`config.mk`:
```
export PLATFORM = sky130hd
export DESIGN_NAME = lomc_cmd_fifo
export DESIGN_NICKNAME = d
export VERILOG_FILES = /design/src/lomc_pkg.sv /design/src/lomc_cmd_fifo.sv
export SDC_FILE = /design/constraint.sdc
export NUM_CORES = 1
export LEC_CHECK = 0
export BUFFER_PORTS_ARGS = -buffer_cell sky130_fd_sc_hd__clkbuf_2
export CAP_MARGIN = 10
export CORE_MARGIN = 2
export CORE_UTILIZATION = 55
export DETAILED_ROUTE_END_ITERATION = 12
export PLACE_DENSITY = 0.83
export SYNTH_ARGS = -nofsm -noshare
export SYNTH_HDL_FRONTEND = slang
export SYNTH_SLANG_ARGS = --single-unit
```
`constraint.sdc`:
```
create_clock -name i_clk -period 6.55 [get_ports i_clk]
set_clock_uncertainty 0.1 [all_clocks]
set_input_delay 0.655 -clock i_clk [delete_from_list [all_inputs] [get_ports i_clk]]
set_output_delay 0.655 -clock i_clk [all_outputs]
set_load 0.02 [all_outputs]
```
`src/lomc_pkg.sv`:
```
// lomc_pkg: shared types and constants for the linear order max cut block
// no dependencies; imported by every module of the block
package lomc_pkg;

    localparam int POS_W     = 12;
    localparam int CNT_W     = 13;
    localparam int CUT_W     = 14;
    localparam int ENTRY_W   = 16;
    localparam int CUT_LIMIT = 16383;
    localparam logic [CNT_W-1:0] OBJ_COUNT_RESET = 13'd4096;

    localparam int Q_DEPTH = 2;
    localparam int QPTR_W  = $clog2(Q_DEPTH);
    localparam int QCNT_W  = $clog2(Q_DEPTH + 1);

    typedef enum logic [0:0] {
        OP_ADD_EDGE = 1'b0,
        OP_FINISH   = 1'b1
    } t_opcode;

    // command handed from the front to the back through the queue
    typedef struct packed {
        logic             finish;
        logic             range_err;
        logic [POS_W-1:0] lo;
        logic [POS_W-1:0] hi;
    } t_cmd;

    // status from the back to the front
    typedef struct packed {
        logic clearing;
    } t_back_status;

endpackage

```
`src/lomc_cmd_fifo.sv`:
```
// lomc_cmd_fifo: short command queue between the front and the back
// depends on lomc_pkg
module lomc_cmd_fifo (
    input  logic           i_clk,
    input  logic           i_rst_n,
    input  logic           i_push,
    input  lomc_pkg::t_cmd i_push_cmd,
    output logic           o_full,
    output logic           o_empty,
    input  logic           i_pop,
    output lomc_pkg::t_cmd o_head
);
    import lomc_pkg::*;

    t_cmd              r_q [Q_DEPTH];
    logic [QPTR_W-1:0] r_wr_ptr;
    logic [QPTR_W-1:0] r_rd_ptr;
    logic [QCNT_W-1:0] r_count;
    logic              do_push;
    logic              do_pop;

    assign o_full  = r_count == QCNT_W'(Q_DEPTH);
    assign o_empty = r_count == '0;
    assign o_head  = r_q[r_rd_ptr];
    assign do_push = i_push && !o_full;
    assign do_pop  = i_pop && !o_empty;

    always_ff @(posedge i_clk) begin
        if (do_push) begin
            r_q[r_wr_ptr] <= i_push_cmd;
        end
    end

    always_ff @(posedge i_clk) begin
        if (!i_rst_n) begin
            r_wr_ptr <= '0;
            r_rd_ptr <= '0;
            r_count  <= '0;
        end else begin
            if (do_push) begin
                r_wr_ptr <= (r_wr_ptr == QPTR_W'(Q_DEPTH - 1)) ? '0 : r_wr_ptr + 1'b1;
            end
            if (do_pop) begin
                r_rd_ptr <= (r_rd_ptr == QPTR_W'(Q_DEPTH - 1)) ? '0 : r_rd_ptr + 1'b1;
            end
            if (do_push && !do_pop) begin
                r_count <= r_count + 1'b1;
            end else if (do_pop && !do_push) begin
                r_count <= r_count - 1'b1;
            end
        end
    end

endmodule

```
==> summary.md, run 1 <==
| Metric | Value |
|---|---|
| Slew @ Worst Pin | 1.18 ns |
| Placed inst area | 2440 sq um |
| Initial antenna violation count | 0 |
| Critical Path RT | 5.79 ns |
| Final worst slack | 3.79 ns |
| Layout area overhead | 25.6% |
| DRC errors left | 0 |
| Final Critical Period | 2.76 ns |
| Post-Syn Instances | 106 |
| Critical path arrival | 2.01 ns |
| Hold/Removal Path Class | in2reg |
| Reg clk slew, reported paths | 0.06 ns |
| Core area | 3660 sq um |
| Yosys warns | 0 |
| Pre-CTS WS | 4.08 ns |
| Max Clk Rate | 362 MHz |
| Max cap viols | 0 |
| Mapped cell area | 2110 sq um |
| Routability cong. | 0.681 |
| CTS sink count | 57 |
| DRT antenna net count | 0 |
| H-tree levels | 3 |
| Clock root buffer | clkbuf_8 |
| Overall via count from detail_route | 1,137 |
| Period utilisation layout | 42.2% |
| Cell variety after synth | 21 |
| Largest net degree at the start of global routing | 28 |
| Die width | 65.9 um |
| Total global routing overflow | 0 |
| Synth async-reset ratio | 0% |
| Peak VDD IR | 0.231 mV |
| Vias in the first global route | 1,136 |
| # IOs | 58 |
| Max incr delay on CP | 1.09 ns |
| Final #Nets | 203 |
| Synth Area per Inst | 19.9 sq um |
| Multi-input gate area in the final layout | 425 sq um |
| Top_reg_cell synth | edfxtp_1 |
| Worst setup EP type | primary output |
| Synth Register Bits | 57 |
| Slew margin rel. | 21.6% |
| Utilization after layout | 72.3% |
| Routed wire per std cell | 14.7 um |
| Longest Clk Path Bufs | 2 |
| Mapped Nets | 137 |
| Leak pwr | 0.00103 uW |
| Share of cells above drive strength 1 | 57.1% |
| Pwr dens | 411 nW/um^2 |
| Initial Util | 57.6% |
| Core Rows | 22 |
| IO buf count | 57 |
| Register area share after synthesis | 78.8% |
| Die height | 65.9 um |
| Hpwl dp | 2.16 mm |
| Iter 0 DRT Violations | 20 |
| Tot Pwr | 1090 uW |
| Number of synthesized flops with an enable pin | 52 |
| Setup Crit Path Kind | reg2out |
| DRT Wirelength | 3.30 mm |
| Worst-Skew Late Latency | 0.32 ns |
| Endpoints failing hold | 0 |
| Hold buffers post-CTS | 0 |
| Post-route cell area | 2650 sq um |
| Post-CTS Setup Bufs | 0 |
| TritonCTS clock tree | done |
| Worst path slowest cell | dfxtp_1 |
| Total track usage | 17.4% |
| Critical path launch point type | flop |
| Global-route wire length before repair | 5.14 mm |
| Final Setup Violations | 0 |
| Hold wc startpoint | i_push_cmd[14] |
| R2r startpoint | r_count[0] |
| Status | finished clean |
| Cts bufs inserted | 9 |
| Post-CTS Resized | 0 |
| Filler cell count in the final layout | 244 |
| Die area | 4340 sq um |
| TNS Setup | 0 ns |
| CP Cell Sequence | mux2_2, clkbuf_2 |
| RSZ-0062 raised after global routing | false |
| Via/cell ratio | 5.05 |
| Iteration count of the initial detailed-routing pass | 2 |
| Storage element area | 1660 sq um |
| Worst-path fanout max | 26 |
| Antenna cells | 0 |
| Final slew viol count | 0 |
[cell usage after synthesis, types with 2 or more instances]
| master | n | area (sq um) |
|---|---|---|
| edfxtp_1 | 52 | 1560 |
| dfxtp_1 | 5 | 100 |
| nor2_1 | 2 | 7.51 |
| buf_4 | 2 | 15.0 |
| mux2_2 | 26 | 293 |
| xnor2_1 | 2 | 17.5 |
| and2_1 | 3 | 18.8 |
[kinds of logic (layout without fill, tap and decap cells)]
logic type	Yosys count	in the layout	share of synthesized area [%]
buffers and inverters	5	76	1.30
XOR/XNOR	3	3	1.25
multiplexers	26	26	13.9
AO/OA/AOI/OAI	5	5	1.54
adder cells (fa/ha/maj)	1	1	0.593
AND/OR/NAND/NOR	9	9	2.61
flip-flops	57	57	78.8
[worst max-delay path: cells and delay by family (launching register included)]
| kind | cells | cell delay (ns) |
|---|---|---|
| buffers and inverters | 1 | 0.16 |
| flip-flops | 1 | 1.09 |
| multiplexers | 1 | 0.43 |
[cell usage in the layout, fill, tap and decap left out, drive strengths merged]
cell type  netlist  final
clkbuf           0     71
edfxtp          52     52
mux2            26     26
dfxtp            5      5
and2             3      3
nor2             2      2
xnor2            2      2
clkinv           0      2
inv              2      2
o21ai            2      2
a21boi           2      2
nand2b           1      1
and3             1      1
nor3             1      1
o21a             1      1
xor2             1      1
or3              1      1
ha               1      1
buf              3      1
[power breakdown]
part | internal, uW | switching [uW] | total [uW]
Combinational | 127 | 163 | 291
Sequential | 460 | 39.8 | 499
Clock | 177 | 122 | 299
[final timing paths]
path / cells after the start / slack, ns / end
max: 2 / 3.79 / o_head[9]
min: 1 / 0.42 / r_q[0][14]
max reg2reg: 2 / 4.47 / r_q[1][23]
min reg2reg: 2 / 0.44 / r_count[1]
[state kept, by name, indices dropped and copies added (netlist names), named ones only]
| register | flops |
|---|---|
| r_q | 52 |
| r_count | 2 |
| r_rd_ptr | 1 |
| r_wr_ptr | 1 |
[stage by stage]
step | cells | hold WS, ns
after floorplan | 106 | 0.383
after global placement | 208 | 0.398
after detailed placement | 208 | 0.436
after CTS | 224 | 0.404
after global routing | 225 | 0.398
final | 225 | 0.418
[layer usage]
metal	global-route usage (%)	wire length, um
met1	18.1	1230
met4	10.4	68
met3	9.03	198
met2	28.0	1800
met5	0	0
[area by class of cell]
class / instances / share of cell area [%]
Tap cell: 48 / 2.27
Timing Repair Buffer: 58 / 11.3
Multi-Input combinational cell: 44 / 16.1
Sequential cell: 57 / 62.8
Inverter: 2 / 0.284
Clock inverter: 2 / 0.378
Clock buffer: 14 / 6.90
No activity file was read; power rests on OpenSTA's default activity.
==> run 2, diff against run 1 <==
--- a/config.mk
+++ b/config.mk
@@ -5,12 +5,13 @@
 export SDC_FILE = /design/constraint.sdc
 export NUM_CORES = 1
 export LEC_CHECK = 0
+export ABC_AREA = 1
 export BUFFER_PORTS_ARGS = -buffer_cell sky130_fd_sc_hd__clkbuf_2
 export CAP_MARGIN = 10
 export CORE_MARGIN = 2
-export CORE_UTILIZATION = 55
+export CORE_UTILIZATION = 47
 export DETAILED_ROUTE_END_ITERATION = 12
-export PLACE_DENSITY = 0.83
+export PLACE_DENSITY = 0.75
 export SYNTH_ARGS = -nofsm -noshare
 export SYNTH_HDL_FRONTEND = slang
 export SYNTH_SLANG_ARGS = --single-unit
==> constraint.sdc (replaced) <==
create_clock -name i_clk -period 2.28 [get_ports i_clk]
set_clock_uncertainty 0.1 [all_clocks]
set_input_delay 0.228 -clock i_clk [delete_from_list [all_inputs] [get_ports i_clk]]
set_output_delay 0.228 -clock i_clk [all_outputs]
set_load 0.02 [all_outputs]
==> summary.md, run 2 <==
| Metric | Value |
|---|---|
| Period utilisation layout | 80.9% |
| Routability cong. | 0.655 |
| Global-route wire length before repair | 5.61 mm |
| Largest family of logic cells by synthesized area | multiplexers |
| Via/cell ratio | 4.64 |
| Mapped cell area | 2230 sq um |
| Critical path arrival | 1.52 ns |
| Hold path depth | 1 |
| Mapped Nets | 150 |
| Reg clk slew, reported paths | 0.06 ns |
| Hold/Removal Path Class | in2reg |
| CTS sink count | 57 |
| Top Metal Used | met4 |
| DRT antenna net count | 0 |
| Max incr delay on CP | 0.44 ns |
| Initial antenna violation count | 0 |
| Largest registers | r_q x52, r_count x2 |
| Met3 Routed Length | 207 um |
| DRC errors left | 0 |
| Top-count cell post-synth | edfxtp_1 |
| R2r startpoint | r_count[1] |
| Post-Syn Instances | 119 |
| Hpwl dp | 2.50 mm |
| Worst-Skew Late Latency | 0.32 ns |
| Commonest non-fill, non-tap cells in the layout | 57 x clkbuf_2, 52 x edfxtp_1, 20 x mux2_4, 19 x dlygate4sd3_1 |
| Layout area overhead | 31.3% |
| Top cell type's share of synthesized area | 70.2% |
| DRT Wirelength | 3.61 mm |
| Met2 wire len | 1.93 mm |
| Synth Area per Inst | 18.7 sq um |
| Worst path slowest cell | dfxtp_1 |
| Total global routing overflow | 0 |
| Worst-path fanout max | 23 |
| RSZ-0062 raised after global routing | false |
| Initial Util | 48.1% |
| Iter 0 DRT Violations | 80 |
| Leading area contributor after synthesis | edfxtp_1 |
| Setup Crit Path Kind | reg2out |
| H-tree levels | 3 |
| Placed inst area | 2580 sq um |
| Peak VDD IR | 0.533 mV |
| Top cells by area, synth | edfxtp_1 70%, mux2_4 13%, dfxtp_1 4.5% |
| Worst setup EP type | primary output |
| Endpoints failing hold | 0 |
| Antenna cells | 0 |
| Die width | 72.8 um |
| Yosys warns | 0 |
| Largest Register | r_q |
| Max Clk Rate | 542 MHz |
| IO buf count | 57 |
| Routed wire per std cell | 13.6 um |
| Vias in the first global route | 1,286 |
| Slew @ Worst Pin | 0.243 ns |
| Slew margin rel. | 83.8% |
| Longest Clk Path Bufs | 2 |
| Proportion of synthesized area in mux cells | 16.5% |
| Leak pwr | 0.00121 uW |
| TritonCTS clock tree | done |
| Final Critical Period | 1.84 ns |
| Cell variety after synth | 15 |
| Post-route cell area | 2920 sq um |
| Die area | 5300 sq um |
| Compound-cell area share of the yosys netlist | 1.07% |
| Die height | 72.8 um |
| # IOs | 58 |
| Synth Register Bits | 57 |
| Status | finished clean |
| M1 WL | 1.42 mm |
| Register area share after synthesis | 74.6% |
| Hold wc startpoint | i_push_cmd[25] |
| Top_reg_cell synth | edfxtp_1 |
| Inst Count DP | 232 |
| Pwr dens | 1040 nW/um^2 |
| Most frequent cells after synthesis | 52 x edfxtp_1, 20 x mux2_4, 11 x nor2_1 |
| Overall via count from detail_route | 1,235 |
| CP Cell Sequence | buf_12, mux2_2, clkbuf_2 |
| Fraction of the mapped netlist area in simple logic gates | 3.37% |
| Core area | 4630 sq um |
| Number of synthesized flops with an enable pin | 52 |
| Final slew viol count | 0 |
| Core Rows | 25 |
| Filler cell count in the final layout | 349 |
| Reg2Reg Depth | 9 |
| Reg2reg setup slack | 0.68 ns |
| Synth Area in Adders | 0.562% |
| Total track usage | 14.9% |
| Max reg flops | 52 |
| Xor-xnor portion of the synthesized cell area | 0% |
| Endpoint, Worst Hold | r_q[1][25] |
| Clock root buffer | clkbuf_8 |
| Non-filler cells, final | 266 |
| Post-CTS Resized | 0 |
| Critical path launch point type | flop |
| Commonest non-fill, non-tap cell in the layout | clkbuf_2 |
| TNS Setup | 0 ns |
| Share of cells above drive strength 1 | 48.6% |
| Synth async-reset ratio | 0% |
| Final Setup Violations | 0 |
| Final #Nets | 239 |
| Reg2Reg Capture Point | r_count[1] |
| Iteration count of the initial detailed-routing pass | 4 |
| Largest net degree at the start of global routing | 24 |
| Max cap viols | 0 |
| Critical Path RT | 1.95 ns |
| Cts bufs inserted | 9 |
## run 2: what timing repair did
action / in CTS / in global routing
endpoints found under the hold margin: 38 / 0
hold buffers: 19 / 0
setup buffers: 0 / 0
setup endpoints to repair: 0 / 0
## run 2: kinds of logic (layout without fill, tap and decap cells)
kind of cell / after synthesis / in the layout
DFF: 57 / 57
buffers and inverters: 12 / 105
adders and majority gates: 1 / 1
and+or+nand+nor: 19 / 19
muxes: 26 / 26
AOI/OAI and AO/OA: 4 / 4
## run 2: worst max-delay path: cells and delay by family, from the launching register on
family / cells / cell delay [ns]
DFF: 1 / 0.44
buffers and inverters: 2 / 0.39
muxes: 1 / 0.36
## run 2: layer usage
| metal | vias up | global-route usage, % |
|---|---|---|
| met2 | 43 | 25.8 |
| li1 | 617 | - |
| met1 | 569 | 15.8 |
| met5 | - | 0 |
| met4 | 0 | 8.64 |
| met3 | 6 | 4.97 |
## run 2: worst max-delay path by stage
| stage | slack (ns) | from | end |
|---|---|---|---|
| 6_report | 0.44 | flop | o_head[8] |
| 5_1_grt | 0.37 | flop | o_head[5] |
| 2_1_floorplan | 0.19 | r_count[0] | r_q[1][0] |
| 3_5_place_dp | 0.69 | r_count[1] | r_count[1] |
| 3_3_place_gp | 0.80 | flop | o_head[5] |
| 4_1_cts | 0.42 | flop | o_head[8] |
## run 2: final cells by class
| type | count | area [sq um] | area share [%] |
|---|---|---|---|
| Clock buffer | 9 | 124 | 4.24 |
| Clock inverter | 6 | 26.3 | 0.899 |
| Inverter | 9 | 33.8 | 1.16 |
| Multi-Input combinational cell | 50 | 484 | 16.6 |
| Sequential cell | 57 | 1660 | 56.8 |
| Tap cell | 54 | 67.6 | 2.31 |
| Timing Repair Buffer | 81 | 526 | 18.0 |
## run 2: per-stage QoR
stage	total power, uW	setup WS, ns	utilization (%)	hold WS, ns
2_1_floorplan	2090	0.186	-	0.227
4_1_cts	3070	0.417	63.1	0.0000278
6_report	3030	0.436	63.1	0.0127
3_3_place_gp	2290	0.797	55.8	0.317
3_5_place_dp	2330	0.690	55.8	0.322
5_1_grt	3190	0.371	63.1	0.00440
## run 2: power by group
group | switching [uW] | total, uW | internal, uW
clock | 348 | 718 | 370
combinational | 520 | 932 | 412
sequential | 59.6 | 1380 | 1320
==> run 3, diff against run 2 <==
==> constraint.sdc (replaced) <==
create_clock -name i_clk -period 1.6 [get_ports i_clk]
set_clock_uncertainty 0.1 [all_clocks]
set_input_delay 0.16 -clock i_clk [delete_from_list [all_inputs] [get_ports i_clk]]
set_output_delay 0.16 -clock i_clk [all_outputs]
set_load 0.02 [all_outputs]
==> summary.md, run 3 (synthesis results as in run 2) <==
| Metric | Value |
|---|---|
| Pre-CTS WS | -0.0711 ns |
| Pwr dens | 1470 nW/um^2 |
| Max reg flops | 52 |
| Max Clk Rate | 621 MHz |
| Layout area overhead | 40.0% |
| Setup Crit Path Kind | reg2out |
| Flop pwr share | 43.5% |
| H-tree levels | 3 |
| Share of cells above drive strength 1 | 48.9% |
| Non-filler cells, final | 277 |
| Worst-path fanout max | 14 |
| Hpwl dp | 2.72 mm |
| Worst-Skew Late Latency | 0.32 ns |
| Reg clk slew, reported paths | 0.06 ns |
| Storage element area | 1670 sq um |
| CTS sink count | 57 |
| Final worst slack | -0.0113 ns |
| Global-route wire length before repair | 6.05 mm |
| Largest net degree at the start of global routing | 15 |
| Total track usage | 16.3% |
| Largest registers | r_q x52, r_count x2 |
| Iteration count of the initial detailed-routing pass | 4 |
| Critical path arrival | 1.35 ns |
| TritonCTS clock tree | done |
| Cts bufs inserted | 9 |
| Initial Util | 48.1% |
| Hold wc startpoint | i_push |
| RSZ-0062 raised after global routing | true |
| Critical Path RT | 1.34 ns |
| Hold/Removal Path Class | in2reg |
| Core Rows | 25 |
| Commonest non-fill, non-tap cell in the layout | edfxtp_1 |
| Multi-input gate area in the final layout | 498 sq um |
| Antenna cells | 0 |
| Total global routing overflow | 0 |
| Filler cell count in the final layout | 315 |
| Slew margin rel. | 85.5% |
| Via/cell ratio | 4.88 |
| DRC errors left | 0 |
| DRT Wirelength | 3.97 mm |
| Die area | 5300 sq um |
| IO buf count | 57 |
| Final Setup Violations | 3 |
| Failing checks | negative setup slack |
| Peak VDD IR | 0.989 mV |
| Core area | 4630 sq um |
| Power Internal | 3180 uW |
| Switch share | 30.6% |
| Overall via count from detail_route | 1,351 |
| Inst Count DP | 233 |
| Longest Clk Path Bufs | 2 |
| DRT antenna net count | 0 |
| Final slew viol count | 0 |
| Worst setup EP type | primary output |
| Clock root buffer | clkbuf_8 |
| P_sw | 1400 uW |
| R2r startpoint | r_count[0] |
| Utilization after layout | 67.3% |
| Slew @ Worst Pin | 0.216 ns |
| Max cap viols | 0 |
| Clock power share | 22.9% |
| Leak pwr | 0.00127 uW |
| Routability cong. | 0.744 |
| Initial antenna violation count | 0 |
| Tot Pwr | 4580 uW |
| Iter 0 DRT Violations | 77 |
| Status | finished, violations left |
| Period utilisation layout | 101% |
| Die height | 72.8 um |
| Routed wire per std cell | 14.3 um |
| Vias in the first global route | 1,395 |
| Gate power share | 33.6% |
| Die width | 72.8 um |
| Final #Nets | 249 |
| Critical path launch point type | flop |
| Endpoints failing hold | 0 |
| Largest Register | r_q |
| Final Critical Period | 1.61 ns |
| # IOs | 58 |
| Commonest non-fill, non-tap cells in the layout | 52 x edfxtp_1, 45 x clkbuf_2, 27 x dlygate4sd3_1, 21 x mux2_4 |
[run 3: path summary, 6_finish.rpt]
check	endpoint	slack [ns]	depth (start not counted)
max reg2reg	r_count[1]	0.05	9
min reg2reg	flop	0.43	2
max	o_head[9]	-0.01	3
min	r_wr_ptr	0.15	5
[run 3: layout make-up]
| type | count | area share [%] |
|---|---|---|
| repair buffers | 91 | 22.2 |
| inverters | 9 | 1.08 |
| multi-input cells | 50 | 16.0 |
| clock inverters | 4 | 0.642 |
| flip-flops and latches | 57 | 53.6 |
| clock buffers | 12 | 4.34 |
| well taps | 54 | 2.17 |
[run 3: worst max-delay path, stage by stage, from the launching register on]
cell      delay (ns)
dfxtp_4         0.37
buf_12          0.16
mux2_2          0.35
clkbuf_2        0.15
[run 3: per-stage QoR]
stage,hold slack (ns),cell area (sq um),TNS (ns)
after floorplan,0.159,2230,-3.74
after global placement,0.250,2600,0
final,0.149,3120,-0.0249
after CTS,0.128,3050,-0.178
after detailed placement,0.253,2600,-0.0711
after global routing,0.157,3120,-0.412
[run 3: power by group through the flow]
stage | logic, uW | clock network [uW] | registers [uW]
after floorplan | 998 | 0 | 1980
after global placement | 1310 | 0 | 1990
after detailed placement | 1370 | 0 | 2010
after CTS | 1440 | 1090 | 1990
after global routing | 1630 | 1150 | 2010
final | 1540 | 1050 | 1990
[run 3: repair_timing]
action / 4_1_cts / 5_1_grt
buffers inserted: 1 / 0
pin swaps: 1 / 0
hold endpoints to repair: 56 / 0
hold buffers: 27 / 0
endpoints found under the setup margin: 27 / 21
gates resized for setup: 4 / 36
[run 3: per-layer routing]
layer  vias to the layer above  share of wire, %  GRT usage [%]  wire length (um)
met5                         -                 0              0                 0
met4                         0               3.1           11.5               123
met3                        13               5.7           4.83               228
met2                        64                53           29.0              2120
met1                       632                38           16.1              1500
li1                        642                 -              -                 -
