**src/lomc_pkg.sv**
```systemverilog
// lomc_pkg: shared types and constants for the linear order max cut block
// no dependencies; imported by every module of the block
package lomc_pkg;

    localparam int POS_W     = 12;
    localparam int CNT_W     = 13;
    localparam int CUT_W     = 14;
    localparam int ENTRY_W   = 16;
    localparam int CUT_LIMIT = 16383;
    localparam logic [CNT_W-1:0] OBJ_COUNT_RESET = 13'd4096;

    localparam int Q_DEPTH = 2;
    localparam int QPTR_W  = $clog2(Q_DEPTH);
    localparam int QCNT_W  = $clog2(Q_DEPTH + 1);

    typedef enum logic [0:0] {
        OP_ADD_EDGE = 1'b0,
        OP_FINISH   = 1'b1
    } t_opcode;

    // command handed from the front to the back through the queue
    typedef struct packed {
        logic             finish;
        logic             range_err;
        logic [POS_W-1:0] lo;
        logic [POS_W-1:0] hi;
    } t_cmd;

    // status from the back to the front
    typedef struct packed {
        logic clearing;
    } t_back_status;

endpackage

```
**src/lomc_front.sv**
```systemverilog
// lomc_front: accepts requests, checks edge range, orders edge ends, keeps the drop flag
// depends on lomc_pkg
module lomc_front #(
    parameter int MAX_OBJECTS = 4096
) (
    input  logic                        i_clk,
    input  logic                        i_rst_n,
    input  logic                        i_valid,
    output logic                        o_ready,
    input  logic                        i_opcode,
    input  logic [lomc_pkg::POS_W-1:0]  i_pos_a,
    input  logic [lomc_pkg::POS_W-1:0]  i_pos_b,
    input  logic [lomc_pkg::CNT_W-1:0]  i_object_count,
    input  lomc_pkg::t_back_status      i_back_status,
    input  logic                        i_q_full,
    output logic                        o_push,
    output lomc_pkg::t_cmd              o_push_cmd
);
    import lomc_pkg::*;

    localparam int CW   = $clog2(MAX_OBJECTS + 1);
    localparam int CMPW = (CW > CNT_W) ? CW : CNT_W;

    logic            r_range_flag;
    logic            n_range_flag;
    logic [CMPW-1:0] eff_count;
    logic [CMPW-1:0] pos_a_ext;
    logic [CMPW-1:0] pos_b_ext;
    logic            in_range;
    logic            a_below_b;
    logic            accept;

    assign eff_count = (CMPW'(i_object_count) > CMPW'(MAX_OBJECTS)) ?
                       CMPW'(MAX_OBJECTS) : CMPW'(i_object_count);
    assign pos_a_ext = CMPW'(i_pos_a);
    assign pos_b_ext = CMPW'(i_pos_b);
    assign in_range  = (pos_a_ext < eff_count) && (pos_b_ext < eff_count);
    assign a_below_b = i_pos_a < i_pos_b;

    assign o_ready = !i_back_status.clearing && !i_q_full;
    assign accept  = i_valid && o_ready;

    always_comb begin
        o_push       = 1'b0;
        o_push_cmd   = '0;
        n_range_flag = r_range_flag;
        if (accept) begin
            if (i_opcode == OP_FINISH) begin
                o_push               = 1'b1;
                o_push_cmd.finish    = 1'b1;
                o_push_cmd.range_err = r_range_flag;
                n_range_flag         = 1'b0;
            end else if (!in_range) begin
                n_range_flag = 1'b1;
            end else if (i_pos_a != i_pos_b) begin
                o_push        = 1'b1;
                o_push_cmd.lo = a_below_b ? i_pos_a : i_pos_b;
                o_push_cmd.hi = a_below_b ? i_pos_b : i_pos_a;
            end
        end
    end

    always_ff @(posedge i_clk) begin
        if (!i_rst_n) begin
            r_range_flag <= 1'b0;
        end else begin
            r_range_flag <= n_range_flag;
        end
    end

endmodule

```
**config.mk**
```make
export PLATFORM = sky130hd
export DESIGN_NAME = lomc_front
export DESIGN_NICKNAME = d
export VERILOG_FILES = /design/src/lomc_pkg.sv /design/src/lomc_front.sv
export SDC_FILE = /design/constraint.sdc
export NUM_CORES = 1
export LEC_CHECK = 0
export ABC_CLOCK_PERIOD_IN_PS = 4300
export BUFFER_PORTS_ARGS = -buffer_cell sky130_fd_sc_hd__buf_2
export CAP_MARGIN = 15
export CORE_ASPECT_RATIO = 1.75
export CORE_MARGIN = 5
export CORE_UTILIZATION = 50
export CTS_BUF_LIST = sky130_fd_sc_hd__clkbuf_2 sky130_fd_sc_hd__clkbuf_4 sky130_fd_sc_hd__clkbuf_8
export CTS_CLUSTER_DIAMETER = 80
export DETAILED_ROUTE_END_ITERATION = 16
export PLACE_DENSITY = 0.84
export SYNTH_ARGS = -nofsm -noshare
export SYNTH_HDL_FRONTEND = slang
export SYNTH_SLANG_ARGS = --single-unit
```
**constraint.sdc**
```tcl
create_clock -name i_clk -period 4.3 [get_ports i_clk]
set_clock_uncertainty 0.15 [all_clocks]
set_input_delay 0.86 -clock i_clk [delete_from_list [all_inputs] [get_ports i_clk]]
set_output_delay 0.86 -clock i_clk [all_outputs]
set_load 0.005 [all_outputs]
```
==> results.md, run 1 <==
- Drt wl/cell: around 16 µm
- Crit-path cells: buf_2 > clkinvlp_4 > nand2_1 > ha_1 > a21oi_2 > a21boi_1 > o311ai_2 > nand4_4 > buf_4 > a211oi_1 > buf_2
- Status: finished clean
- Power per Cell Area: 100 mW/mm²
- R2R cell count: 1
- Skew-Pair Late Insertion Delay: 0 ns
- Final setup fails: 0
- Dominant synthesized flop cell: dfxtp_1
- Final period util: between 90% and 100%
- GRT Residual Overflow: 0
- MaxCap Viol Count: 0
- Total iterations of the first detailed-routing run: 5
- IO Port Bufs: 70
- Worst path arrival time: between 3 and 4 ns
- Detailed Route WL: 5.27 mm
- Initial Utilization: between 50 and 60%
- Largest regs: r_range_flag (1)
- Synth cell count leaders: ha_1 (34), nand4_1 (30), o31ai_1 (25)
- Worst Max-Slew Pin Slew: a little over 0.5 ns
- Post-layout util: 62.9%
- Top-area cell type share of the netlist area: a little over a quarter
- Final non-filler cell total: approximately 320
- Drc violations: 0
- Worst Path Required: roughly 3.3 ns
- Max incr delay on CP: 0.38 ns
- Routed via count: 2040
- Mapped Nets: slightly below 300
- Maximum fanout along the worst path: 14
- Hold path depth: 1
- Die height: 84.4 µm
- Fill cell count: approximately 320
- GPL Wtd Cong: around 0.91
- Core area: 0.00311 mm²
- Count leader, synth: ha_1
- Yosys top cell by area: ha_1
- Slew Limit Fails: 0
- RSZ-0062 raised after global routing: false
- Die Footprint: around 0.0044 mm²
- Reg clk slew, reported paths: 0 ns
- DRT antenna net count: 0
- Share of cells above drive strength 1: between 30% and 40%
- Placed Cells incl. Taps: around 320
- Cell variety after synth: 39
- Post-DR vias/cell: 6.32
- Yosys reg bits: 1
- Syn-to-layout area delta: 23.6%
- Die X-Extent: between 50 and 60 µm
- Largest net degree at the start of global routing: 25
- FFs w/ async S/R, synth: 0%
- Register with the most flip-flops: r_range_flag
- Max Fclk: about 250 MHz
- Cell Area, Synth: 0.00158 mm²
- Worst Hold Slack: between 0.3 and 0.4 ns
- Cells after synthesis: between 200 and 250
- Total of warnings raised by yosys: 0
- Initial antenna violation count: 0
- Synthesized area per cell: 7.19 µm²
- Initial DRC count: 33
- Most frequent CP cell: buf_2
- Proportion of synthesized chip area in sequential cells: under 10%
- Global Route Usage Sum: a little under a quarter
- CP Launch Type: input port
- Setup CP Type: in -> out
- Final Hold Fails: 0
- Worst min path class: reg -> reg
- Final nets: 359
- Row count: 27
- CP endpoint kind: primary output
- Global-route wire length before repair: between 8 and 9 mm
- Slew HR: between 60% and 70%
- Post-cts hold buffer count: 0
- Post-synth EDFFs: 0
- Final min period: between 4 and 5 ns
- HPWL after detailed placement: roughly 4.4 mm
- TNS Setup: 0 ns
- Ranking of synthesized cells by area: ha_1 (27%), nand4_1 (12%), o31ai_1 (12%)
- Slowest cell on the critical path: o311ai_2
- Vias in the first global route: approximately 2000
- Max FFs per register: 1
- IO Count: just over 70
- Static Leakage: ~1 nW
- # diodes: 0
- Max VDD drop: ~0.000066 V
- Pwr Total: roughly 0.2 mW
==> final cells by class <==
| class | count | area [µm²] | area share, % |
|---|---|---|---|
| Multi-Input combinational cell | 182 | 1390 | 71.2 |
| Timing Repair Buffer | 79 | 418 | 21.4 |
| Inverter | 18 | 71.3 | 3.65 |
| Tap cell | 43 | 53.8 | 2.75 |
| Sequential cell | 1 | 20.0 | 1.02 |
==> stage by stage <==
| stage | cell area (µm²) | worst slack, ns |
|---|---|---|
| floorplan | 1580 | 0.547 |
| global placement | 1950 | 0.158 |
| detailed placement | 1950 | 0.0946 |
| CTS | 1950 | 0.0943 |
| global route | 1960 | 0.0424 |
| finish | 1960 | 0.257 |
==> layout by cell type (no fill, tap or decap), types with 3 or more instances in the layout <==
master / synthesis / layout
buf_2: 11 / 70
ha_1: 34 / 34
nand4_1: 30 / 30
o31ai_1: 25 / 25
a211oi_1: 24 / 24
nand2_1: 20 / 20
inv_1: 18 / 17
a21oi_1: 11 / 11
buf_4: 2 / 9
nor2_1: 5 / 5
o21ai_0: 3 / 3
==> metal layers <==
layer | share of wire (%) | track usage, %
met4 | 4.7 | 10.9
met5 | 0 | 0
met2 | 54 | 44.5
met1 | 37 | 23.8
met3 | 5.2 | 1.78
==> logic make-up (layout without fill, tap and decap cells) <==
| logic type | after synthesis | count (layout) | share of synthesized area [%] |
|---|---|---|---|
| buffers and inverters | 37 | 97 | 11.1 |
| AO/OA/AOI/OAI | 81 | 81 | 37.2 |
| adder cells (fa/ha/maj) | 34 | 34 | 26.9 |
| AND/OR/NAND/NOR | 67 | 67 | 23.6 |
| flip-flops | 1 | 1 | 1.26 |
==> worst max-delay path: cells and delay by family <==
family                   cells  cell delay [ns]
buffers and inverters        4             0.74
adder cells (fa/ha/maj)      1             0.27
AO/OA/AOI/OAI                4             0.79
AND/OR/NAND/NOR              2             0.37
==> report_power, final <==
part / leakage, nW / switching, mW / internal, mW / total, mW
clock: 0 / 0 / 0 / 0
combinational: 0.993 / 0.109 / 0.0765 / 0.186
sequential: 0.00811 / 0.000149 / 0.00983 / 0.00998
total: 1.00 / 0.110 / 0.0863 / 0.196
==> worst paths after layout <==
path | from | end | slack (ns)
worst max-delay path | i_object_count[12] | o_push_cmd[2] | 0.26
worst min-delay path | r_range_flag$_SDFFE_PN0P_ | r_range_flag$_SDFFE_PN0P_ | 0.34
worst max register to register | r_range_flag$_SDFFE_PN0P_ | r_range_flag$_SDFFE_PN0P_ | 3.54
worst min register to register | r_range_flag$_SDFFE_PN0P_ | r_range_flag$_SDFFE_PN0P_ | 0.34
==> repair_timing <==
action	in CTS	in global routing
gates resized for setup	0	2
buffers inserted	0	0
setup endpoints to repair	0	18
No activity file was read; power rests on OpenSTA's default activity.
==> inputs of run 2 (changes only) <==
--- a/config.mk
+++ b/config.mk
@@ -5,6 +5,7 @@
 export SDC_FILE = /design/constraint.sdc
 export NUM_CORES = 1
 export LEC_CHECK = 0
+export ABC_AREA = 1
 export ABC_CLOCK_PERIOD_IN_PS = 4300
 export BUFFER_PORTS_ARGS = -buffer_cell sky130_fd_sc_hd__buf_2
 export CAP_MARGIN = 15
@@ -14,7 +15,7 @@
 export CTS_BUF_LIST = sky130_fd_sc_hd__clkbuf_2 sky130_fd_sc_hd__clkbuf_4 sky130_fd_sc_hd__clkbuf_8
 export CTS_CLUSTER_DIAMETER = 80
 export DETAILED_ROUTE_END_ITERATION = 16
-export PLACE_DENSITY = 0.84
+export PLACE_DENSITY = 0.83
 export SYNTH_ARGS = -nofsm -noshare
 export SYNTH_HDL_FRONTEND = slang
 export SYNTH_SLANG_ARGS = --single-unit
==> run 2 against run 1 <==
Against the previous run:
- synthesized cell count up 34%
- largest power group unchanged
- register-to-register slack improved by 0.09 ns
- sequential cell count unchanged
- utilization rose by 0.35 points
- cell area increased by 7.7%
- sequential power barely moved
- highest routed layer unchanged
==> results.md, run 2 <==
- Static Leakage: 1.22 nW (was 1.00 nW)
- Largest regs: r_range_flag (1) (unchanged)
- Hold path depth: 2 (was 1)
- Die X-Extent: 54.0 µm (was 52.5 µm)
- Final period util: 96.1% (was 94.0%)
- Syn-to-layout area delta: 24.4% (was 23.6%)
- Flop2flop setup slack: 3.63 ns (was 3.54 ns)
- Final nets: 438 (was 359)
- Slew Limit Fails: 0 (unchanged)
- # diodes: 0 (unchanged)
- Total of warnings raised by yosys: 0 (unchanged)
- Final setup fails: 0 (unchanged)
- Dominant synthesized flop cell: dfxtp_1 (unchanged)
- Post-DR vias/cell: 5.24 (was 6.32)
- IO Port Bufs: 70 (unchanged)
- Sw Pwr: 0.126 mW (was 0.110 mW)
- Gate power share: 95.5% (was 94.9%)
- MaxCap Viol Count: 0 (unchanged)
- Initial antenna violation count: 0 (unchanged)
- Sw Ratio: 56.8% (was 55.9%)
- IO Count: 71 (unchanged)
- Xor and xnor fraction of the mapped netlist area: 0% (unchanged)
- Main combinational cell family by area after synthesis: simple AND/OR/NAND/NOR gates (was compound AO/OA/AOI/OAI gates)
- CP endpoint kind: primary output (unchanged)
- Ranking of synthesized cells by area: ha_1 (25%), nand2_1 (17%), nand4_1 (10%) (was ha_1 (27%), nand4_1 (12%), o31ai_1 (12%))
- Top-area cell type share of the netlist area: 25.1% (was 26.9%)
- DRT antenna net count: 0 (unchanged)
- Worst Path Required: 3.29 ns (about the same)
- HP Start: r_range_flag$_SDFFE_PN0P_ (unchanged)
- Setup ws final: 0.168 ns (was 0.257 ns)
- Synth cell count leaders: nand2_1 (78), inv_1 (44), ha_1 (34) (was ha_1 (34), nand4_1 (30), o31ai_1 (25))
- Cells after synthesis: 295 (was 220)
- Share of power burned in registers: 4.5% (was 5.1%)
- Slew HR: 69.8% (was 65.4%)
- FFs w/ async S/R, synth: 0% (unchanged)
- Most frequent cells in the layout: nand2_1 (77), buf_2 (70), inv_1 (44) (was buf_2 (70), ha_1 (34), nand4_1 (30))
- Worst min path class: reg -> reg (unchanged)
- Hold worst-path end: r_range_flag$_SDFFE_PN0P_ (unchanged)
- Worst path arrival time: 3.12 ns (was 3.03 ns)
- Drt wl/cell: 11.7 µm (was 16.3 µm)
- Final min period: 4.13 ns (was 4.04 ns)
- Final Hold Fails: 0 (unchanged)
- Row count: 28 (was 27)
- Setup CP Type: in -> out (unchanged)
- R2r startpoint: r_range_flag$_SDFFE_PN0P_ (unchanged)
- Simple-gate share of the synthesized area: 52.3% (was 23.6%)
- CP Launch Type: input port (unchanged)
- Post-cts hold buffer count: 0 (unchanged)
- Die Footprint: 0.00470 mm² (was 0.00444 mm²)
- Post-synthesis adder-cell area fraction: 25.1% (was 26.9%)
- Share of cells above drive strength 1: 29.5% (was 31.4%)
- Global Route Usage Sum: 20.3% (was 23.3%)
- Cell variety after synth: 22 (was 39)
- Most common cell after layout, fill and taps aside: nand2_1 (was buf_2)
- Proportion of synthesized chip area in sequential cells: 1.18% (was 1.26%)
- Routed via count: 2115 (was 2040)
- Skew-Pair Late Insertion Delay: 0 ns (about the same)
- Count leader, synth: nand2_1 (was ha_1)
- GRT Residual Overflow: 0 (unchanged)
- Cell Area, Synth: 0.00169 mm² (was 0.00158 mm²)
- Synthesized area per cell: 5.74 µm² (was 7.19 µm²)
- Compound-Gate Fraction of Synth Area: 6.73% (was 37.2%)
- Reg clk slew, reported paths: 0 ns (about the same)
- Core area: 0.00333 mm² (was 0.00311 mm²)
- Cell Int Power: 0.0957 mW (was 0.0863 mW)
- Clock Power Share: 0% (about the same)
- Worst Max-Slew Pin Slew: 0.452 ns (was 0.518 ns)
- Detailed Route WL: 4.74 mm (was 5.27 mm)
- Drc violations: 0 (unchanged)
- Max FFs per register: 1 (unchanged)
- Status: finished clean (unchanged)
- TNS Setup: 0 ns (unchanged)
- HPWL after detailed placement: 4.12 mm (was 4.35 mm)
- Yosys top cell by area: ha_1 (unchanged)
- Global-route wire length before repair: 7.76 mm (was 8.47 mm)
- Yosys reg bits: 1 (unchanged)
- Register with the most flip-flops: r_range_flag (unchanged)
- Max Fclk: 242 MHz (was 247 MHz)
- GPL Wtd Cong: 0.901 (was 0.914)
- Max VDD drop: 0.0000816 V (was 0.0000664 V)
- Total iterations of the first detailed-routing run: 5 (unchanged)
- R2R Path End: r_range_flag$_SDFFE_PN0P_ (unchanged)
- Initial Utilization: 50.9% (about the same)
- Largest net degree at the start of global routing: 25 (unchanged)
- Power per Cell Area: 105 mW/mm² (was 100 mW/mm²)
- Die height: 87.0 µm (was 84.4 µm)
- Vias in the first global route: 1900 (was 2006)
- Maximum fanout along the worst path: 18 (was 14)
- Initial DRC count: 45 (was 33)
- R2R cell count: 2 (was 1)
- Post-synth EDFFs: 0 (unchanged)
- Mapped Nets: 372 (was 297)
- DP Worst Slack: 0.000600 ns (was 0.0946 ns)
- Multiplexer share of the synthesized area: 0% (unchanged)
[run 2: changes by cell type after synthesis, sizes merged, moves of 24 or more]
cell / delta
nand3: +32
a211oi: -24
nor2: +33
o31ai: -26
inv: +26
nand2: +58
[run 2: worst max path at each step]
stage,start,end,slack (ns),cells past startpoint
2_1_floorplan,i_object_count[8],o_push_cmd[13],0.55,15
3_3_place_gp,i_object_count[4],o_push_cmd[8],0.05,18
3_5_place_dp,i_object_count[4],o_push_cmd[8],0.0006,18
4_1_cts,i_object_count[4],o_push_cmd[8],0.10,18
5_1_grt,i_object_count[8],o_push_cmd[8],-0.03,18
6_report,i_object_count[4],o_push_cmd[8],0.17,18
[run 2: through the flow]
| stage | instances | instance area [µm²] | hold slack (ns) | power, mW | util [%] |
|---|---|---|---|---|---|
| CTS | 401 | 2070 | 0.297 | 0.216 | 62.1 |
| floorplan | 295 | 1690 | 0.282 | 0.156 | - |
| finish | 404 | 2110 | 0.297 | 0.221 | 63.3 |
| detailed placement | 401 | 2070 | 0.297 | 0.215 | 62.1 |
| global route | 404 | 2110 | 0.313 | 0.251 | 63.3 |
| global placement | 401 | 2070 | 0.293 | 0.210 | 62.1 |
[run 2: cells by family (layout without fill, tap and decap cells)]
logic type                 Yosys count  after routing
and+or+nand+nor                    183            184
buffers and inverters               58            121
adders and majority gates           34             34
AOI/OAI and AO/OA                   19             19
DFF                                  1              1
[run 2: cell type report]
class | count | area [µm²]
well taps | 45 | 56.3
flip-flops and latches | 1 | 20.0
multi-input cells | 237 | 1450
inverters | 44 | 165
repair buffers | 77 | 415
fillers | 339 | 1220
[run 2: power groups by stage]
stage / registers (mW) / clock network [mW] / logic (mW)
after floorplan: 0.00999 / 0 / 0.146
after global placement: 0.0100 / 0 / 0.200
after detailed placement: 0.0100 / 0 / 0.205
after CTS: 0.0100 / 0 / 0.206
after global routing: 0.0100 / 0 / 0.241
final: 0.0100 / 0 / 0.211
[run 2: worst max-delay path, stage by stage]
cell and delay [ns]:
buf_2 0.11, nor4_1 0.24, and2_1 0.18, nand3_2 0.11, nand2_2 0.14, nand2_1 0.10, ha_1 0.28, nand2_1 0.06
inv_1 0.04, nand2_1 0.06, nand2_1 0.06, nand2_1 0.06, nand2_1 0.09, a21oi_4 0.17, nand3_4 0.12, buf_12 0.18
nor2_1 0.09, buf_2 0.12
[run 2: timing repair]
action                     in CTS  in global routing
gates resized for setup         1                  3
gates cloned                    0                  1
setup buffers                   0                  2
setup endpoints to repair       1                 19
pin swaps                       0                  3
[run 2: routing by layer]
layer / vias to the layer above / global-route usage (%) / part of all wire [%]
met3: 6 / 0.515 / 3.8
met1: 947 / 23.9 / 39
met2: 46 / 39.4 / 56
met5: - / 0 / 0
met4: 0 / 2.95 / 1.3
li1: 1116 / - / -
==> inputs of run 3 (changes only) <==
--- a/config.mk
+++ b/config.mk
@@ -10,12 +10,11 @@
 export BUFFER_PORTS_ARGS = -buffer_cell sky130_fd_sc_hd__buf_2
 export CAP_MARGIN = 15
 export CORE_ASPECT_RATIO = 1.75
-export CORE_MARGIN = 5
 export CORE_UTILIZATION = 50
 export CTS_BUF_LIST = sky130_fd_sc_hd__clkbuf_2 sky130_fd_sc_hd__clkbuf_4 sky130_fd_sc_hd__clkbuf_8
 export CTS_CLUSTER_DIAMETER = 80
 export DETAILED_ROUTE_END_ITERATION = 16
-export PLACE_DENSITY = 0.83
+export PLACE_DENSITY = 0.95
 export SYNTH_ARGS = -nofsm -noshare
 export SYNTH_HDL_FRONTEND = slang
 export SYNTH_SLANG_ARGS = --single-unit
==> run 3 against run 2 <==
Against the previous run:
- via count up 1.7%
- sequential share of layout area about the same
- worst hold slack better by 0.011 ns
- utilization rose by 2.5 points
- die area fell by 23%
- sequential cell count unchanged
- critical path type unchanged
- critical endpoint is now o_push
- largest cell class unchanged
==> results.md, run 3 (synthesis gave the netlist of run 2 again) <==
- Worst min path class: reg -> reg (unchanged)
- DR top layer: met4 (unchanged)
- DP Worst Slack: 0.107 ns (was 0.000600 ns)
- MaxCap Viol Count: 0 (unchanged)
- Register with the most flip-flops: r_range_flag (unchanged)
- Routed via count: 2151 (was 2115)
- Most frequent cells in the layout: nand2_1 (77), buf_2 (70), inv_1 (44) (unchanged)
- R2r startpoint: r_range_flag$_SDFFE_PN0P_ (unchanged)
- Post-DR vias/cell: 5.38 (was 5.24)
- Share of cells above drive strength 1: 29.1% (was 29.5%)
- # diodes: 0 (unchanged)
- DRT antenna net count: 0 (unchanged)
- GRT Residual Overflow: 0 (unchanged)
- CP Launch Type: input port (unchanged)
- Status: finished clean (unchanged)
- # resized after CTS: 0 (was 1)
- Row count: 27 (was 28)
- Final nets: 436 (was 438)
- IO Port Bufs: 70 (unchanged)
- Die height: 79.0 µm (was 87.0 µm)
- Max VDD drop: 0.0000838 V (was 0.0000816 V)
- Hold path depth: 2 (unchanged)
- R2R Path End: r_range_flag$_SDFFE_PN0P_ (unchanged)
- IO Count: 71 (unchanged)
- Max FFs per register: 1 (unchanged)
- Die X-Extent: 46.0 µm (was 54.0 µm)
- Metal-1 WL: 1.81 mm (was 1.85 mm)
- GPL Wtd Cong: 0.903 (was 0.901)
- R2R cell count: 2 (unchanged)
- Final min period: 4.09 ns (was 4.13 ns)
- Worst Max-Slew Pin Slew: 0.439 ns (was 0.452 ns)
- Met3 wire len: 157 µm (was 180 µm)
- Post-layout util: 65.8% (was 63.3%)
- Flop2flop setup slack: 3.61 ns (was 3.63 ns)
- Core area: 0.00318 mm² (was 0.00333 mm²)
- Largest regs: r_range_flag (1) (unchanged)
- TNS Setup: 0 ns (unchanged)
- CP endpoint kind: primary output (unchanged)
- Skew-Pair Late Insertion Delay: 0 ns (about the same)
- Worst path arrival time: 3.08 ns (was 3.12 ns)
- Most common cell after layout, fill and taps aside: nand2_1 (unchanged)
- Hold worst-path end: r_range_flag$_SDFFE_PN0P_ (unchanged)
- Initial Utilization: 53.3% (was 50.9%)
- Final Hold Fails: 0 (unchanged)
- Die Footprint: 0.00363 mm² (was 0.00470 mm²)
- Maximum fanout along the worst path: 5 (was 18)
- HPWL after detailed placement: 3.90 mm (was 4.12 mm)
- Initial DRC count: 44 (was 45)
- Global Route Usage Sum: 25.4% (was 20.3%)
- Initial antenna violation count: 0 (unchanged)
- Drt wl/cell: 11.4 µm (was 11.7 µm)
- Setup ws final: 0.212 ns (was 0.168 ns)
- Total iterations of the first detailed-routing run: 4 (was 5)
- Slew HR: 70.7% (was 69.8%)
- Setup bufs post-CTS: 0 (unchanged)
- Vias in the first global route: 1886 (was 1900)
- Largest net degree at the start of global routing: 26 (was 25)
- Final setup fails: 0 (unchanged)
- Max Fclk: 245 MHz (was 242 MHz)
- Wire length on met2: 2.54 mm (was 2.65 mm)
- Slew Limit Fails: 0 (unchanged)
- Post-cts hold buffer count: 0 (unchanged)
- Power per Cell Area: 104 mW/mm² (was 105 mW/mm²)
- HP Start: r_range_flag$_SDFFE_PN0P_ (unchanged)
- Detailed Route WL: 4.57 mm (was 4.74 mm)
- Worst Path Required: 3.29 ns (about the same)
- Syn-to-layout area delta: 23.4% (was 24.4%)
- Global-route wire length before repair: 7.49 mm (was 7.76 mm)
- Drc violations: 0 (unchanged)
- Setup CP Type: in -> out (unchanged)
- Static Leakage: 1.21 nW (was 1.22 nW)
- Reg clk slew, reported paths: 0 ns (about the same)
- Final period util: 95.1% (was 96.1%)
-- run 3: worst max-delay path, stage by stage --
cell and delay (ns):
buf_2 0.12, nor4_2 0.26, and2_1 0.18, nand3_2 0.11, nand2_2 0.14, nand2_1 0.10, ha_1 0.33, a21oi_1 0.18
nand3_2 0.10, a21oi_2 0.19, nand3_4 0.10, o21ai_0 0.25, buf_2 0.17
-- run 3: power breakdown --
| group | internal (mW) | switching (mW) | leakage [nW] |
|---|---|---|---|
| combinational | 0.0826 | 0.126 | 1.20 |
| sequential | 0.00991 | 0.000105 | 0.00813 |
| clock | 0 | 0 | 0 |
| total | 0.0925 | 0.126 | 1.21 |
-- run 3: stage by stage --
step                      cells  power [mW]  hold WS (ns)  instance area (µm²)
after floorplan             295       0.156         0.282                 1690
after global placement      399       0.207         0.290                 2060
after detailed placement    399       0.214         0.309                 2060
after CTS                   399       0.215         0.308                 2060
after global routing        400       0.246         0.352                 2090
final                       400       0.218         0.308                 2090
-- run 3: layout make-up --
| class | instances | area [µm²] |
|---|---|---|
| repair buffers | 75 | 400 |
| flip-flops and latches | 1 | 20.0 |
| multi-input cells | 237 | 1450 |
| inverters | 44 | 165 |
| fillers | 288 | 1090 |
| well taps | 43 | 53.8 |
-- run 3: worst max-delay path by stage --
stage	start	endpoint	cells after the start
after floorplan	i_object_count[8]	o_push_cmd[13]	15
after global placement	i_object_count[4]	o_push	17
after detailed placement	i_object_count[4]	o_push_cmd[3]	18
after CTS	i_object_count[4]	o_push_cmd[3]	16
after global routing	i_object_count[4]	o_push_cmd[13]	16
final	i_object_count[4]	o_push	13
-- run 3: metal layers --
layer | vias up | GRT usage (%)
met5 | - | 0
met4 | 0 | 5.00
met3 | 8 | 0.455
met2 | 65 | 49.3
met1 | 970 | 28.7
li1 | 1108 | -
